$ cat src/sv/bclm_pkg.sv
// Shared types, codes and helpers for the bit-bang command link master.
package bclm_pkg;

	localparam int ADDRESS_BITS_DEF = 7;
	localparam int WORD_BITS_DEF    = 32;

	localparam logic [1:0] CMD_TICK  = 2'd0;
	localparam logic [1:0] CMD_WRITE = 2'd1;
	localparam logic [1:0] CMD_READ  = 2'd2;

	localparam logic [1:0] SUB_DATA = 2'd0;
	localparam logic [1:0] SUB_LOW  = 2'd1;
	localparam logic [1:0] SUB_HIGH = 2'd2;

	typedef enum logic [7:0] {
		SEG_IDLE  = 8'b0000_0001,
		SEG_START = 8'b0000_0010,
		SEG_HDR   = 8'b0000_0100,
		SEG_WR    = 8'b0000_1000,
		SEG_HOLD  = 8'b0001_0000,
		SEG_TURN  = 8'b0010_0000,
		SEG_SAMP  = 8'b0100_0000,
		SEG_FOOT  = 8'b1000_0000
	} seg_t;

	typedef struct packed {
		logic clk_lvl;
		logic dio_lvl;
		logic drive;
	} pins_t;

	// one phase of a transmitted bit, chosen by sub: set data, clock low or clock high
	function automatic pins_t bit_phase(pins_t p, logic [1:0] sub, logic b);
		pins_t r;
		r = p;
		case (sub)
			SUB_DATA: r.dio_lvl = b;
			SUB_LOW:  r.clk_lvl = 1'b0;
			default:  r.clk_lvl = 1'b1;
		endcase
		return r;
	endfunction

endpackage

$ cat src/sv/bclm_core.sv
// Phase sequencer: frame state, shift registers and pin levels, one phase per step.
module bclm_core import bclm_pkg::*; #(
	parameter int ADDRESS_BITS = ADDRESS_BITS_DEF,
	parameter int WORD_BITS    = WORD_BITS_DEF
) (
	input  logic                    clk,
	input  logic                    arst_n,
	input  logic                    step,
	input  logic [1:0]              command,
	input  logic [ADDRESS_BITS-1:0] address,
	input  logic [WORD_BITS-1:0]    payload,
	input  logic                    dio_in,
	output pins_t                   pins,
	output logic                    busy,
	output logic [WORD_BITS-1:0]    rx_word,
	output logic                    done,
	output logic                    rej
);

	localparam int TX_BITS = ADDRESS_BITS + 1 + WORD_BITS;
	localparam int MAX_BITS = (ADDRESS_BITS + 1 > WORD_BITS) ? ADDRESS_BITS + 1 : WORD_BITS;
	localparam int CW = $clog2(MAX_BITS);
	localparam logic [CW-1:0] HDR_LAST = CW'(ADDRESS_BITS);
	localparam logic [CW-1:0] WORD_LAST = CW'(WORD_BITS - 1);

	seg_t                 seg_q, seg_e, seg_n;
	logic [1:0]           sub_q, sub_e, sub_n;
	logic [CW-1:0]        bit_q, bit_e, bit_n;
	logic [TX_BITS-1:0]   tx_q, tx_e, tx_n;
	logic [WORD_BITS-1:0] rx_q, rx_e, rx_n;
	logic [WORD_BITS-1:0] mask_q, mask_n;
	logic                 rd_q, rd_e;
	pins_t                pins_q, pins_n;
	logic                 done_q, done_n;
	logic                 rej_q;
	logic                 start;

	always_comb begin
		start = (seg_q == SEG_IDLE) && (command == CMD_WRITE || command == CMD_READ);
		seg_e = start ? SEG_START : seg_q;
		sub_e = start ? SUB_DATA : sub_q;
		bit_e = start ? '0 : bit_q;
		tx_e  = start ? {payload, command == CMD_WRITE, address} : tx_q;
		rd_e  = start ? (command == CMD_READ) : rd_q;
		rx_e  = (start && command == CMD_READ) ? '0 : rx_q;

		seg_n  = seg_e;
		sub_n  = (sub_e == SUB_HIGH) ? SUB_DATA : sub_e + 2'd1;
		bit_n  = bit_e;
		tx_n   = tx_e;
		rx_n   = rx_e;
		mask_n = mask_q;
		pins_n = pins_q;
		done_n = 1'b0;

		case (seg_e)
			SEG_START: begin
				case (sub_e)
					SUB_DATA: begin
						pins_n.drive   = 1'b1;
						pins_n.dio_lvl = 1'b1;
						pins_n.clk_lvl = 1'b0;
					end
					SUB_LOW: pins_n.dio_lvl = 1'b0;
					default: begin
						pins_n.clk_lvl = 1'b1;
						seg_n = SEG_HDR;
					end
				endcase
			end
			SEG_HDR, SEG_WR: begin
				pins_n = bit_phase(pins_q, sub_e, tx_e[0]);
				if (sub_e == SUB_HIGH) begin
					tx_n  = tx_e >> 1;
					bit_n = bit_e + 1'b1;
					if (seg_e == SEG_HDR && bit_e == HDR_LAST) begin
						bit_n = '0;
						seg_n = rd_e ? SEG_HOLD : SEG_WR;
					end else if (seg_e == SEG_WR && bit_e == WORD_LAST) begin
						done_n = 1'b1;
					end
				end
			end
			SEG_HOLD: begin
				seg_n = SEG_TURN;
				sub_n = SUB_DATA;
			end
			SEG_TURN: begin
				pins_n = bit_phase(pins_q, sub_e, 1'b0);
				if (sub_e == SUB_DATA)
					pins_n.drive = 1'b0;
				if (sub_e == SUB_HIGH) begin
					seg_n  = SEG_SAMP;
					mask_n = WORD_BITS'(1);
				end
			end
			SEG_SAMP: begin
				// two phases per bit: clock low and sample, clock high
				if (sub_e == SUB_DATA) begin
					pins_n.clk_lvl = 1'b0;
					if (dio_in)
						rx_n = rx_e | mask_q;
				end else begin
					pins_n.clk_lvl = 1'b1;
					sub_n  = SUB_DATA;
					mask_n = mask_q << 1;
					bit_n  = bit_e + 1'b1;
					if (bit_e == WORD_LAST) begin
						bit_n = '0;
						seg_n = SEG_FOOT;
					end
				end
			end
			SEG_FOOT: begin
				pins_n = bit_phase(pins_q, sub_e, 1'b0);
				if (sub_e == SUB_HIGH)
					done_n = 1'b1;
			end
			default: begin
				sub_n = sub_q;
			end
		endcase

		if (done_n) begin
			seg_n = SEG_IDLE;
			sub_n = SUB_DATA;
			bit_n = '0;
		end
	end

	always_ff @(posedge clk or negedge arst_n) begin
		if (!arst_n) begin
			seg_q  <= SEG_IDLE;
			sub_q  <= SUB_DATA;
			bit_q  <= '0;
			tx_q   <= '0;
			rx_q   <= '0;
			mask_q <= '0;
			rd_q   <= 1'b0;
			pins_q <= '{clk_lvl: 1'b1, dio_lvl: 1'b1, drive: 1'b1};
			done_q <= 1'b0;
			rej_q  <= 1'b0;
		end else if (step) begin
			seg_q  <= seg_n;
			sub_q  <= sub_n;
			bit_q  <= bit_n;
			tx_q   <= tx_n;
			rx_q   <= rx_n;
			mask_q <= mask_n;
			rd_q   <= rd_e;
			pins_q <= pins_n;
			done_q <= done_n;
			rej_q  <= (seg_q != SEG_IDLE) && (command != CMD_TICK);
		end
	end

	assign pins    = pins_q;
	assign busy    = (seg_q != SEG_IDLE);
	assign rx_word = rx_q;
	assign done    = done_q;
	assign rej     = rej_q;

endmodule

$ cat src/sv/bitbang_command_link_master.sv
// Top level of the bit-bang command link master: request handshake around the phase sequencer.
//
//  channel   direction  handshake              fields
//  request   in         in_valid / in_stall    command address payload dio_in
//  result    out        out_valid / out_stall  clk_level dio_level dio_drive busy_res
//                                              read_data frame_done rejected
//
// One request per clock cycle while in_stall is low; each request is one pin phase and yields a result
// in the next cycle, from the sequencer state registers which double as the result register.
// A write frame takes 3 + 3*(ADDRESS_BITS+1) + 3*WORD_BITS requests, a read frame
// 3 + 3*(ADDRESS_BITS+1) + 7 + 2*WORD_BITS.
// Reset: clock, data and drive high, idle, no result pending.
// in_stall follows out_stall while a result is pending; state only moves on a request.
module bitbang_command_link_master import bclm_pkg::*; #(
	parameter int ADDRESS_BITS = ADDRESS_BITS_DEF,
	parameter int WORD_BITS    = WORD_BITS_DEF
) (
	input  logic                    clk,
	input  logic                    arst_n,
	input  logic                    in_valid,
	output logic                    in_stall,
	input  logic [1:0]              command,
	input  logic [ADDRESS_BITS-1:0] address,
	input  logic [WORD_BITS-1:0]    payload,
	input  logic                    dio_in,
	output logic                    out_valid,
	input  logic                    out_stall,
	output logic                    clk_level,
	output logic                    dio_level,
	output logic                    dio_drive,
	output logic                    busy_res,
	output logic [WORD_BITS-1:0]    read_data,
	output logic                    frame_done,
	output logic                    rejected
);

	logic  out_valid_q;
	logic  step;
	pins_t pins;

	assign in_stall = out_valid_q && out_stall;
	assign step     = in_valid && !in_stall;

	bclm_core #(
		.ADDRESS_BITS(ADDRESS_BITS),
		.WORD_BITS   (WORD_BITS)
	) u_core (
		.clk    (clk),
		.arst_n (arst_n),
		.step   (step),
		.command(command),
		.address(address),
		.payload(payload),
		.dio_in (dio_in),
		.pins   (pins),
		.busy   (busy_res),
		.rx_word(read_data),
		.done   (frame_done),
		.rej    (rejected)
	);

	always_ff @(posedge clk or negedge arst_n) begin
		if (!arst_n) begin
			out_valid_q <= 1'b0;
		end else if (step) begin
			out_valid_q <= 1'b1;
		end else if (!out_stall) begin
			out_valid_q <= 1'b0;
		end
	end

	assign out_valid = out_valid_q;
	assign clk_level = pins.clk_lvl;
	assign dio_level = pins.dio_lvl;
	assign dio_drive = pins.drive;

endmodule
$ cat config.mk
export PLATFORM = sky130hd
export DESIGN_NAME = bitbang_command_link_master
export DESIGN_NICKNAME = d
export VERILOG_FILES = /design/src/sv/bclm_pkg.sv /design/src/sv/bclm_core.sv /design/src/sv/bitbang_command_link_master.sv
export SDC_FILE = /design/constraint.sdc
export NUM_CORES = 1
export LEC_CHECK = 0
export BUFFER_PORTS_ARGS = -buffer_cell sky130_fd_sc_hd__clkbuf_2
export CAP_MARGIN = 25
export CORE_ASPECT_RATIO = 1.25
export CORE_UTILIZATION = 54
export CTS_BUF_LIST = sky130_fd_sc_hd__clkbuf_8
export DETAILED_ROUTE_END_ITERATION = 7
export GPL_ROUTABILITY_DRIVEN = 0
export PLACE_DENSITY = 0.89
export SLEW_MARGIN = 40
export SYNTH_ARGS = -nofsm -noshare
export SYNTH_HDL_FRONTEND = slang
export SYNTH_SLANG_ARGS = --single-unit
$ cat constraint.sdc
create_clock -name clk -period 3.3 [get_ports clk]
set_input_delay 0.495 -clock clk [delete_from_list [all_inputs] [get_ports clk]]
set_output_delay 0.495 -clock clk [all_outputs]
set_load 0.01 [all_outputs]
# Word-level counts from Yosys, hierarchy flattened
# Cells that the tools add are included.
# W data, S select, Z words.
[word_totals]
mem_count = 0
elab_cells = 117
output_inout_bits = 40
rom_bits = 0
mem_bits_rw = 0
reg_bits = 126
latch_bits = 0
[op_classes]
order_cmp = 0
n_reduce_logical = 25
n_mul = 0
n_addsub = 2
eq_ne = 24
bitwise = 3
muxes = 50
div = 0
shift = 0
[op_table]
columns = ["cell", "count"]
rows = [
  ["$mux W32", 6],
  ["$mux W40", 3],
  ["$mux W8", 8],
  ["$pmux W32 S2", 1],
  ["$pmux W8 S5", 1],
  ["$mux W5", 7],
  ["$or A32 B32 Y32", 1],
  ["$mux W1", 12],
  ["$reduce_and A4 Y1", 3],
  ["$ne A2 B1 Y1 const B", 5],
  ["$pmux W5 S2", 1],
  ["$eq A8 B1 Y1 const B", 1],
  ["$eq A8 B2 Y1 const B", 1],
  ["$eq A8 B3 Y1 const B", 1],
  ["$eq A8 B4 Y1 const B", 1],
  ["$eq A8 B5 Y1 const B", 1],
  ["$eq A8 B6 Y1 const B", 1],
  ["$eq A8 B7 Y1 const B", 1],
  ["$eq A8 B8 Y1 const B", 1],
  ["$mux W2", 4],
  ["$ne A8 B1 Y1 const B", 1],
  ["$pmux W1 S2", 4],
  ["$pmux W2 S4", 1],
  ["$reduce_bool A4 Y1", 2],
  ["22 further kinds", 36],
]

# Depth between registers and ports, before layout
# Gate-level depths: netlist of run 1.
[logic_depth]
ltp_word = 12
ltp_mapped = 16
mapped_depth_nobuf = 14

# Modules after synthesis
# A second synthesis of run 1 with hierarchy kept.
[unflattened]
hier_cells = 590
hier_area_um2 = 5744.3
[by_module_without_submodules]
columns = ["module", "area_each_um2", "seq_area_each_um2", "cells_per_inst", "n_inst"]
rows = [
  ["bclm_core", 5694.2, 3133.0, 586, 1],
  ["bitbang_command_link_master", 50.0, 25.0, 4, 1],
]

# Worst setup path before layout of run 1
# OpenSTA, ideal clock, no wires.
[synth_path]
path_kind = "input to register"
start = "in command[0]"
end = "reg u_core.bit_q[3]"
slack_ps = -176
t_arrival_ps = 3372
setup_time_ps = 104
path_stages = 16
required_ps = 3196
cell_sequence = "inv_1 > ha_1 > and3b_1 > and3_1 > clkbuf_1 > clkbuf_1 > nor2_1 > ha_1 > nand2_1 > nor2_1 > ha_1 > nand3b_1 > nor3_1 > o211ai_1 > nand2_1 > o311ai_1"
[synth_between]
elab_chain_cells = 11
word_cells_on_any_way = 30
classes_between = "add/sub: 1; eq/ne: 9; mux: 14; reduce/logical: 6"
[synth_lines]
columns = ["element", "line", "rtl"]
rows = [
  ["from (decl)", "bitbang_command_link_master.sv:22", "input logic [1:0] command,"],
  ["$eq A2 B1 Y1 / $eq A2 B2 Y1 (equally long branches)", "bclm_core.sv:39", "start = (seg_q == SEG_IDLE) && (command == CMD_WRITE || command == CMD_READ);"],
  ["$logic_or A1 B1 Y1 (*)", "bclm_core.sv:39", ""],
  ["$logic_and A1 B1 Y1 (*)", "bclm_core.sv:39", ""],
  ["parallel branches: the longest is 7 deep, another holds $add A5 B1 Y5", "n/a", ""],
  ["$mux W5 (*)", "bclm_core.sv:124", "if (done_n) begin"],
  ["to (signal assigned)", "bclm_core.sv:146", "bit_q <= bit_n;"],
  ["to (decl)", "bclm_core.sv:28", "logic [CW-1:0] bit_q, bit_e, bit_n;"],
]
# Every way passes the cells marked *.
# A chain may end at the register's enable or synchronous reset.

# Worst setup path after layout of run 1
[layout_path]
start = "in command[0]"
end = "reg u_core.seg_q[5]"
[layout_between]
elab_chain_cells = 11
word_cells_on_any_way = 36
classes_between = "eq/ne: 13; mux: 16; reduce/logical: 7"
[layout_lines]
columns = ["element", "line", "rtl"]
rows = [
  ["$eq A2 B1 Y1 / $eq A2 B2 Y1 (equally long branches)", "bclm_core.sv:39", ""],
  ["$logic_or A1 B1 Y1 (*)", "bclm_core.sv:39", ""],
  ["$logic_and A1 B1 Y1 (*)", "bclm_core.sv:39", ""],
  ["$mux W8 / $mux W5 (equally long branches)", "bclm_core.sv:40, bclm_core.sv:42", ""],
  ["$eq A8 B4 Y1 / $eq A5 B5 Y1 (equally long branches)", "bclm_core.sv:56, bclm_core.sv:79, bclm_core.sv:108", ""],
  ["$logic_and A1 B1 Y1", "bclm_core.sv:79", "end else if (seg_e == SEG_WR && bit_e == WORD_LAST) begin"],
  ["$mux W1", "bclm_core.sv:79", ""],
  ["$mux W1", "bclm_core.sv:76", "if (seg_e == SEG_HDR && bit_e == HDR_LAST) begin"],
  ["$mux W1", "bclm_core.sv:73", "if (sub_e == SUB_HIGH) begin"],
  ["$pmux W1 S2", "bclm_core.sv:56", "case (seg_e)"],
  ["$mux W8 (*)", "bclm_core.sv:124", ""],
  ["to (signal assigned)", "bclm_core.sv:144", "seg_q <= seg_n;"],
  ["to (decl)", "bclm_core.sv:26", "seg_t seg_q, seg_e, seg_n;"],
]
# Every way passes the cells marked *; elsewhere a longest branch is shown, timed or not.

==> results of run 1 <==
## Yosys cell counts, types with 2 or more instances
library cell	instances	share of area, %
sky130_fd_sc_hd__nand3b_1	2	0.23
sky130_fd_sc_hd__a2bb2oi_1	2	0.26
sky130_fd_sc_hd__o32ai_1	2	0.26
sky130_fd_sc_hd__mux2_2	3	0.51
sky130_fd_sc_hd__clkbuf_1	45	2.5
sky130_fd_sc_hd__nor4_1	7	0.66
sky130_fd_sc_hd__nor2_1	23	1.3
sky130_fd_sc_hd__a22o_1	32	4.2
sky130_fd_sc_hd__or4_4	2	0.34
sky130_fd_sc_hd__or3_1	2	0.19
sky130_fd_sc_hd__and3_1	79	7.4
sky130_fd_sc_hd__nor2b_1	2	0.19
sky130_fd_sc_hd__a21boi_0	2	0.23
sky130_fd_sc_hd__buf_4	6	0.68
sky130_fd_sc_hd__dfrtp_1	122	46
sky130_fd_sc_hd__a31oi_1	5	0.47
sky130_fd_sc_hd__inv_1	10	0.56
sky130_fd_sc_hd__o31ai_1	40	4.5
sky130_fd_sc_hd__o311ai_1	2	0.26
sky130_fd_sc_hd__ha_1	5	0.94
sky130_fd_sc_hd__nand2b_1	4	0.38
sky130_fd_sc_hd__nand4_1	3	0.28
sky130_fd_sc_hd__o211ai_1	5	0.56
sky130_fd_sc_hd__buf_6	2	0.34
sky130_fd_sc_hd__and2_1	3	0.28
sky130_fd_sc_hd__mux2i_1	3	0.45
sky130_fd_sc_hd__nor3_1	7	0.53
sky130_fd_sc_hd__buf_2	6	0.45
sky130_fd_sc_hd__o22ai_1	2	0.19
sky130_fd_sc_hd__or4_1	2	0.23
sky130_fd_sc_hd__nand2_1	269	15
sky130_fd_sc_hd__a21oi_1	8	0.60
sky130_fd_sc_hd__or2_2	2	0.19
sky130_fd_sc_hd__nand3_1	9	0.68
sky130_fd_sc_hd__dfstp_2	4	1.6
sky130_fd_sc_hd__o41ai_1	2	0.26
sky130_fd_sc_hd__o21ai_0	41	3.1
sky130_fd_sc_hd__nor4b_1	2	0.26
## per-layer routing
metal,vias up,share of wire [%]
li1,2876,-
met1,2865,42
met2,249,48
met3,36,7.8
met4,0,2.1
met5,-,0
## worst reg2reg max path, cell delays in order (launching register included)
cell and delay [ns]:
sky130_fd_sc_hd__dfrtp_1 0.42, sky130_fd_sc_hd__nor4_1 0.50, sky130_fd_sc_hd__nand3_1 0.19, sky130_fd_sc_hd__and2_1 0.23
sky130_fd_sc_hd__ha_1 0.21, sky130_fd_sc_hd__nand2_1 0.07, sky130_fd_sc_hd__nor2_1 0.04, sky130_fd_sc_hd__ha_1 0.22
sky130_fd_sc_hd__nor4b_1 0.18, sky130_fd_sc_hd__nor4_2 0.47, sky130_fd_sc_hd__nor4_1 0.19, sky130_fd_sc_hd__o21ai_0 0.24
## registers in the layout, indices dropped and copies added (netlist names), 2 cells and up
register / count
u_core.mask_q: 32
u_core.pins: 3
u_core.seg_q: 8
u_core.rx_word: 32
u_core.bit_q: 5
u_core.tx_q: 40
u_core.sub_q: 2
## placed cells by master, fill, tap and decap left out, types with 17 or more instances in the layout
master                     instances
sky130_fd_sc_hd__clkbuf_2         84
sky130_fd_sc_hd__o21ai_0          41
sky130_fd_sc_hd__dfrtp_1         122
sky130_fd_sc_hd__nor2_1           22
sky130_fd_sc_hd__clkbuf_8         17
sky130_fd_sc_hd__nand2_1         268
sky130_fd_sc_hd__o31ai_1          40
sky130_fd_sc_hd__buf_4            24
sky130_fd_sc_hd__a22o_1           32
sky130_fd_sc_hd__and3_1           79
## timing repair
action / in CTS / in global routing
setup endpoints to repair: 0 / 9
hold buffers: 0 / 0
setup buffers: 0 / 3
## layout make-up
type | count | share of cell area, %
Timing Repair Buffer | 110 | 8.42
Multi-Input combinational cell | 591 | 42.0
Sequential cell | 126 | 41.5
Clock buffer | 17 | 3.07
Inverter | 10 | 0.493
Clock inverter | 15 | 1.84
Tap cell | 161 | 2.65
## cells by family after synthesis
| family | after synthesis |
|---|---|
| and+or+nand+nor | 425 |
| AOI/OAI and AO/OA | 153 |
| DFF | 126 |
| buffers and inverters | 70 |
| muxes | 6 |
| adders and majority gates | 5 |
| xor gates and xnor gates | 2 |
## through the flow
stage | worst slack (ns) | TNS (ns) | power [uW]
3_3_place_gp | 0.0124 | 0 | 2680
6_report | 0.202 | 0 | 3970
5_1_grt | 0.0428 | 0 | 4200
2_1_floorplan | 0.00585 | 0 | 2440
3_5_place_dp | -0.101 | -0.162 | 2710
4_1_cts | 0.115 | 0 | 3990
## worst paths after layout
kind | startpoint | endpoint | slack, ns | cells after the start
worst min-delay path | arst_n | u_core.tx_q[17]$_DFFE_PN0P_ | 0.1 | 1
worst max register to register | u_core.seg_q[6]$_DFFE_PN0P_ | u_core.seg_q[5]$_DFFE_PN0P_ | 0.26 | 11
worst min register to register | u_core.pins[2]$_DFFE_PN1P_ | u_core.pins[2]$_DFFE_PN1P_ | 0.47 | 2
max in group asynchronous | arst_n | u_core.pins[0]$_DFFE_PN1P_ | 2.33 | 2
min in group clk | in_valid | out_valid$_DFFE_PN0P_ | 0.28 | 2
worst max-delay path | command[0] | u_core.seg_q[5]$_DFFE_PN0P_ | 0.20 | 14
## power groups by stage
stage	Combinational [uW]	Clock (uW)	Sequential, uW
floorplan	567	0	1870
global placement	782	0	1890
detailed placement	811	0	1900
CTS	817	1300	1870
global route	929	1370	1910
finish	820	1270	1880
==> metrics, run 1 <==
run status=finished clean; chain of cells forming the critical path=clkbuf_2, inv_1, ha_1, and3b_1, and3_1, nor2_1, ha_1, nand2_1, nor2_1, ha_1, nor4b_1, nor4_2, nor4_1, o21ai_0; maximum fanout along the worst path=5; total number of vias=6,026; cell count after placement=995; instance area at placement=7210 um^2; highest ir drop seen on vdd=0.348 mV; Max-Cap Viols=0; num ports=86; die height=126 um; cell at the slowest stage of the critical path=sky130_fd_sc_hd__nor4_1; Worst setup SP type=input port; tightest slew margin relative to the limit=48.9%; RSZ-0062 raised after global routing=no; area of the multi-input gates=3200 um^2; #FFs+latches synth=126; starting density of the core=56.5%; post-route clock period utilization=93.9%; kind of end point of the critical path=register; cell repeated most along the worst path=sky130_fd_sc_hd__ha_1; sum of routed wire length over all layers=15.6 mm; met1 GRT Util=33.1%; antenna fix cells=0; detailed-route vias per instance=5.85; count of mapped cells out of synthesis=787; wire length of the first global-routing pass=26.3 mm; total of cells resized after clock tree synthesis=0; total non-filler cell area in the finished layout=7610 um^2; final design utilization=64.6%; Synth cell types=58; leakage dissipation=0.00365 uW; TritonCTS clock tree=built; area added between synthesis and finish=14.4%; multiplexer fraction of the synthesized cell area=0.959%; footprint of the flip-flops and latches=3160 um^2; Simple-Gate Fraction of Synth Area=29.6%; number of iterations in the first detailed-routing pass=5; most utilized layer in the global route result=met2; Hold WC Path Type=in -> async; grt ovf=0; xor/xnor share of the synthesized area=0.263%; residual antenna-violating net count after detailed routing=0; per-cell routed wire length=15.2 um; worst setup skew after layout=0.0104 ns; power density of the placed cells=522 nW/um^2; main combinational cell family by area after synthesis=simple AND/OR/NAND/NOR gates; Die W=101 um; vias in the first global route=5,690; pin count of the biggest net entering global routing=77; fraction of the mapped netlist area in compound gates=16.2%; M3 GR Usage=7.44%; Critical Path Max Stage Delay=0.52 ns; insertion delay of the later-clocked pin in the worst-skew pair=0.44 ns; fraction of power consumed by combinational cells=20.7%; number of buffers created by CTS=17; Syn Nets=838; maximum level of the CTS H-tree=4; Syn Std Cell Area=6650 um^2; layout net count=907; Post-synth EDFFs=0; fraction of the yosys area taken by sequential cells=47.5%; antenna violations before repair=0; core box area=11,800 um^2; layout cells sized above 1=18.1%; number of buffers and inverters on the critical path=2; number of inserted filler cells in the final layout=1,020; GR met2 Demand/Resource=41.5%; main flop type after synthesis=sky130_fd_sc_hd__dfrtp_1; clock-pin transition on the worst setup and hold timing paths=0.08 ns; hpwl dp=10.1 mm; Mean Syn Cell Area=8.45 um^2; GRT Util Overall=26.1%; Yosys warning count=0; post-synthesis adder-cell area fraction=0.940%; Max Slew Vio Count=0; Max Clock Freq=0.323 GHz; input/output buffers=85; clock network fraction of total power=32.0%; sequential fraction of design power=47.4%; Max Root-Sink Buffers=2; DRC violation count after routing=0; detailed router's first-iteration violation count=521; final standard cell count with taps included and fillers excluded=1,030; delay-heaviest family, CP=simple AND/OR/NAND/NOR gates; critical path data required time=3.60 ns; sinks on the clock net=126; time the worst path needs with I/O delays and setup=3.10 ns; transition time at the pin with the least slew margin=0.761 ns; P_int=2660 uW; Final Hold Violating Endpoints=0; Die ar.=12,800 um^2; Async S/R FF share, synth=100%; net load switching power=1310 uW; Crit Path Class=in -> reg; switching part of the total power=32.9%; hold slack=0.0977 ns; final setup violation count=0; critical path arrival=3.40 ns; row cnt=44; root cell of the clock tree=sky130_fd_sc_hd__clkbuf_8
(Power assumes the default switching activity.)
==> run 2, diff against run 1 <==
--- a/config.mk
+++ b/config.mk
@@ -5,14 +5,15 @@
 export SDC_FILE = /design/constraint.sdc
 export NUM_CORES = 1
 export LEC_CHECK = 0
+export ABC_CLOCK_PERIOD_IN_PS = 3970
 export BUFFER_PORTS_ARGS = -buffer_cell sky130_fd_sc_hd__clkbuf_2
 export CAP_MARGIN = 25
 export CORE_ASPECT_RATIO = 1.25
-export CORE_UTILIZATION = 54
+export CORE_UTILIZATION = 63
 export CTS_BUF_LIST = sky130_fd_sc_hd__clkbuf_8
 export DETAILED_ROUTE_END_ITERATION = 7
 export GPL_ROUTABILITY_DRIVEN = 0
-export PLACE_DENSITY = 0.89
+export PLACE_DENSITY = 0.95
 export SLEW_MARGIN = 40
 export SYNTH_ARGS = -nofsm -noshare
 export SYNTH_HDL_FRONTEND = slang
==> constraint.sdc (replaced) <==
create_clock -name clk -period 3.97 [get_ports clk]
set_input_delay 0.5955 -clock clk [delete_from_list [all_inputs] [get_ports clk]]
set_output_delay 0.5955 -clock clk [all_outputs]
set_load 0.01 [all_outputs]
==> run 2 against run 1 <==
Core utilization up 9.6 points. Clock skew up 0.0068 ns. Highest routed layer unchanged. Power down 12%. Largest cell class unchanged. Via count up 5.4%. Clock power down 4%. Worst hold slack better by 0.047 ns.
==> metrics, run 2 (synthesis results as in run 1) <==
power density of the placed cells=462 nW/um^2 (was 522 nW/um^2); total non-filler cell area in the finished layout=7530 um^2 (was 7610 um^2); instance area at placement=7060 um^2 (was 7210 um^2); Die W=93.9 um (was 101 um); number of flip-flops under the largest register name=40 (unchanged); setup_tns=0 ns (unchanged); num ports=86 (unchanged); Worst setup SP type=input port (unchanged); clock-pin transition on the worst setup and hold timing paths=0.08 ns (about the same); GRT Util Overall=33.4% (was 26.1%); starting density of the core=65.5% (was 56.5%); number of buffers inserted to repair setup after CTS=0 (unchanged); input/output buffers=85 (unchanged); length in cells of the worst reg-to-reg path=11 (unchanged); run status=finished clean (unchanged); terminus of the critical flop-to-flop path=u_core.seg_q[5]$_DFFE_PN0P_ (unchanged); critical path data required time=4.30 ns (was 3.60 ns); final setup violation count=0 (unchanged); maximum level of the CTS H-tree=4 (unchanged); worst setup skew after layout=0.0171 ns (was 0.0104 ns); Die ar.=11,000 um^2 (was 12,800 um^2); antenna fix cells=0 (unchanged); cell count after placement=952 (was 995); wire length of the first global-routing pass=28.2 mm (was 26.3 mm); layout net count=894 (was 907); insertion delay of the later-clocked pin in the worst-skew pair=0.47 ns (was 0.44 ns); kind of end point of the critical path=register (unchanged); area added between synthesis and finish=13.2% (was 14.4%); Max Slew Vio Count=0 (unchanged); total of cells resized after clock tree synthesis=0 (unchanged); post-route clock period utilization=82.9%; antenna violations before repair=0 (unchanged); maximum fanout along the worst path=47 (was 5); chain of cells forming the critical path=clkbuf_2, inv_1, ha_1, and3b_1, nand3_1, buf_4, nand2_1, nor2_1, ha_1, nor4b_1, nor4_2, nor4_1, o21ai_0 (was clkbuf_2, inv_1, ha_1, and3b_1, and3_1, nor2_1, ha_1, nand2_1, nor2_1, ha_1, nor4b_1, nor4_2, nor4_1, o21ai_0); register name with the most flops=u_core.tx_q (unchanged); Max Root-Sink Buffers=2 (unchanged); final standard cell count with taps included and fillers excluded=985 (was 1,030); commonest non-fill, non-tap cells in the layout=sky130_fd_sc_hd__nand2_1, sky130_fd_sc_hd__dfrtp_1, sky130_fd_sc_hd__clkbuf_2 (unchanged); Max-Cap Viols=0 (unchanged); residual antenna-violating net count after detailed routing=0 (unchanged); final design utilization=74.1% (was 64.6%); Final Hold Violating Endpoints=0 (unchanged); tightest slew margin relative to the limit=50.0% (was 48.9%); cell at the slowest stage of the critical path=sky130_fd_sc_hd__nor4_1 (unchanged); per-cell routed wire length=17.4 um (was 15.2 um); Crit Path Class=in -> reg (unchanged); root cell of the clock tree=sky130_fd_sc_hd__clkbuf_8 (unchanged); detailed router's first-iteration violation count=839 (was 521); die height=117 um (was 126 um); number of buffers and inverters on the critical path=3 (was 2); total number of vias=6,352 (was 6,026); core box area=10,200 um^2 (was 11,800 um^2); row cnt=41 (was 44); Critical Path Max Stage Delay=0.42 ns (was 0.52 ns); detailed-route vias per instance=6.45 (was 5.85); number of buffers created by CTS=17 (unchanged); Max Clock Freq=0.304 GHz; sum of routed wire length over all layers=17.1 mm (was 15.6 mm); pin count of the biggest net entering global routing=96 (was 77); sinks on the clock net=126 (unchanged); count of hold buffers inserted by post-cts repair=0 (unchanged); Hold WC Path Type=in -> async (unchanged); highest ir drop seen on vdd=0.328 mV (was 0.348 mV); number of iterations in the first detailed-routing pass=6 (was 5); grt ovf=0 (unchanged); hold slack=0.145 ns (was 0.0977 ns); Reg2Reg Launch Point=u_core.seg_q[3]$_DFFE_PN0P_ (was u_core.seg_q[6]$_DFFE_PN0P_); cell repeated most along the worst path=sky130_fd_sc_hd__ha_1 (unchanged); layout cells sized above 1=17.3% (was 18.1%); register-to-register setup slack=0.77 ns (was 0.26 ns); delay-heaviest family, CP=simple AND/OR/NAND/NOR gates (unchanged); vias in the first global route=5,810 (was 5,690); time the worst path needs with I/O delays and setup=3.29 ns; launching element of the worst setup path=command[0] (unchanged); critical path arrival=3.62 ns (was 3.40 ns); most common cell after layout, fill and taps aside=sky130_fd_sc_hd__nand2_1 (unchanged); TritonCTS clock tree=built (unchanged); DRC violation count after routing=0 (unchanged); transition time at the pin with the least slew margin=0.744 ns (was 0.761 ns); hpwl dp=10.4 mm (was 10.1 mm); leakage dissipation=0.00361 uW (was 0.00365 uW); RSZ-0062 raised after global routing=no (unchanged)
[run 2: report_power, final]
group	switching (uW)	total [uW]	internal [uW]
registers	133	1570	1440
clock network	628	1220	594
logic	422	688	266
total	1180	3480	2300
[run 2: worst max path at each step]
stage	cells after the start	slack [ns]	endpoint
after detailed placement	14	0.37	u_core.seg_q[5]$_DFFE_PN0P_
after CTS	12	0.72	u_core.seg_q[5]$_DFFE_PN0P_
after global placement	14	0.58	u_core.seg_q[5]$_DFFE_PN0P_
final	13	0.68	u_core.seg_q[5]$_DFFE_PN0P_
after floorplan	16	0.39	u_core.bit_q[3]$_DFFE_PN0P_
after global routing	13	0.52	u_core.seg_q[5]$_DFFE_PN0P_
[run 2: area by class of cell]
| type | count | area [um^2] |
|---|---|---|
| clock buffer | 17 | 234 |
| clock inverter | 15 | 194 |
| multi-input combinational | 591 | 3210 |
| fill | 680 | 2630 |
| tap | 129 | 161 |
| timing repair buffer | 97 | 541 |
| sequential | 126 | 3160 |
| inverter | 10 | 37.5 |
[run 2: per-stage QoR]
step	setup WS (ns)	power, uW
global placement	0.578	2200
floorplan	0.393	2030
global route	0.519	3640
CTS	0.719	3470
finish	0.677	3480
detailed placement	0.372	2250
[run 2: metal layers]
layer	vias to the layer above	wire length, um	track usage [%]
li1	2850	-	-
met1	3047	6590	43.2
met2	371	8420	54.0
met3	84	1440	8.27
met4	0	671	13.8
met5	-	0	0
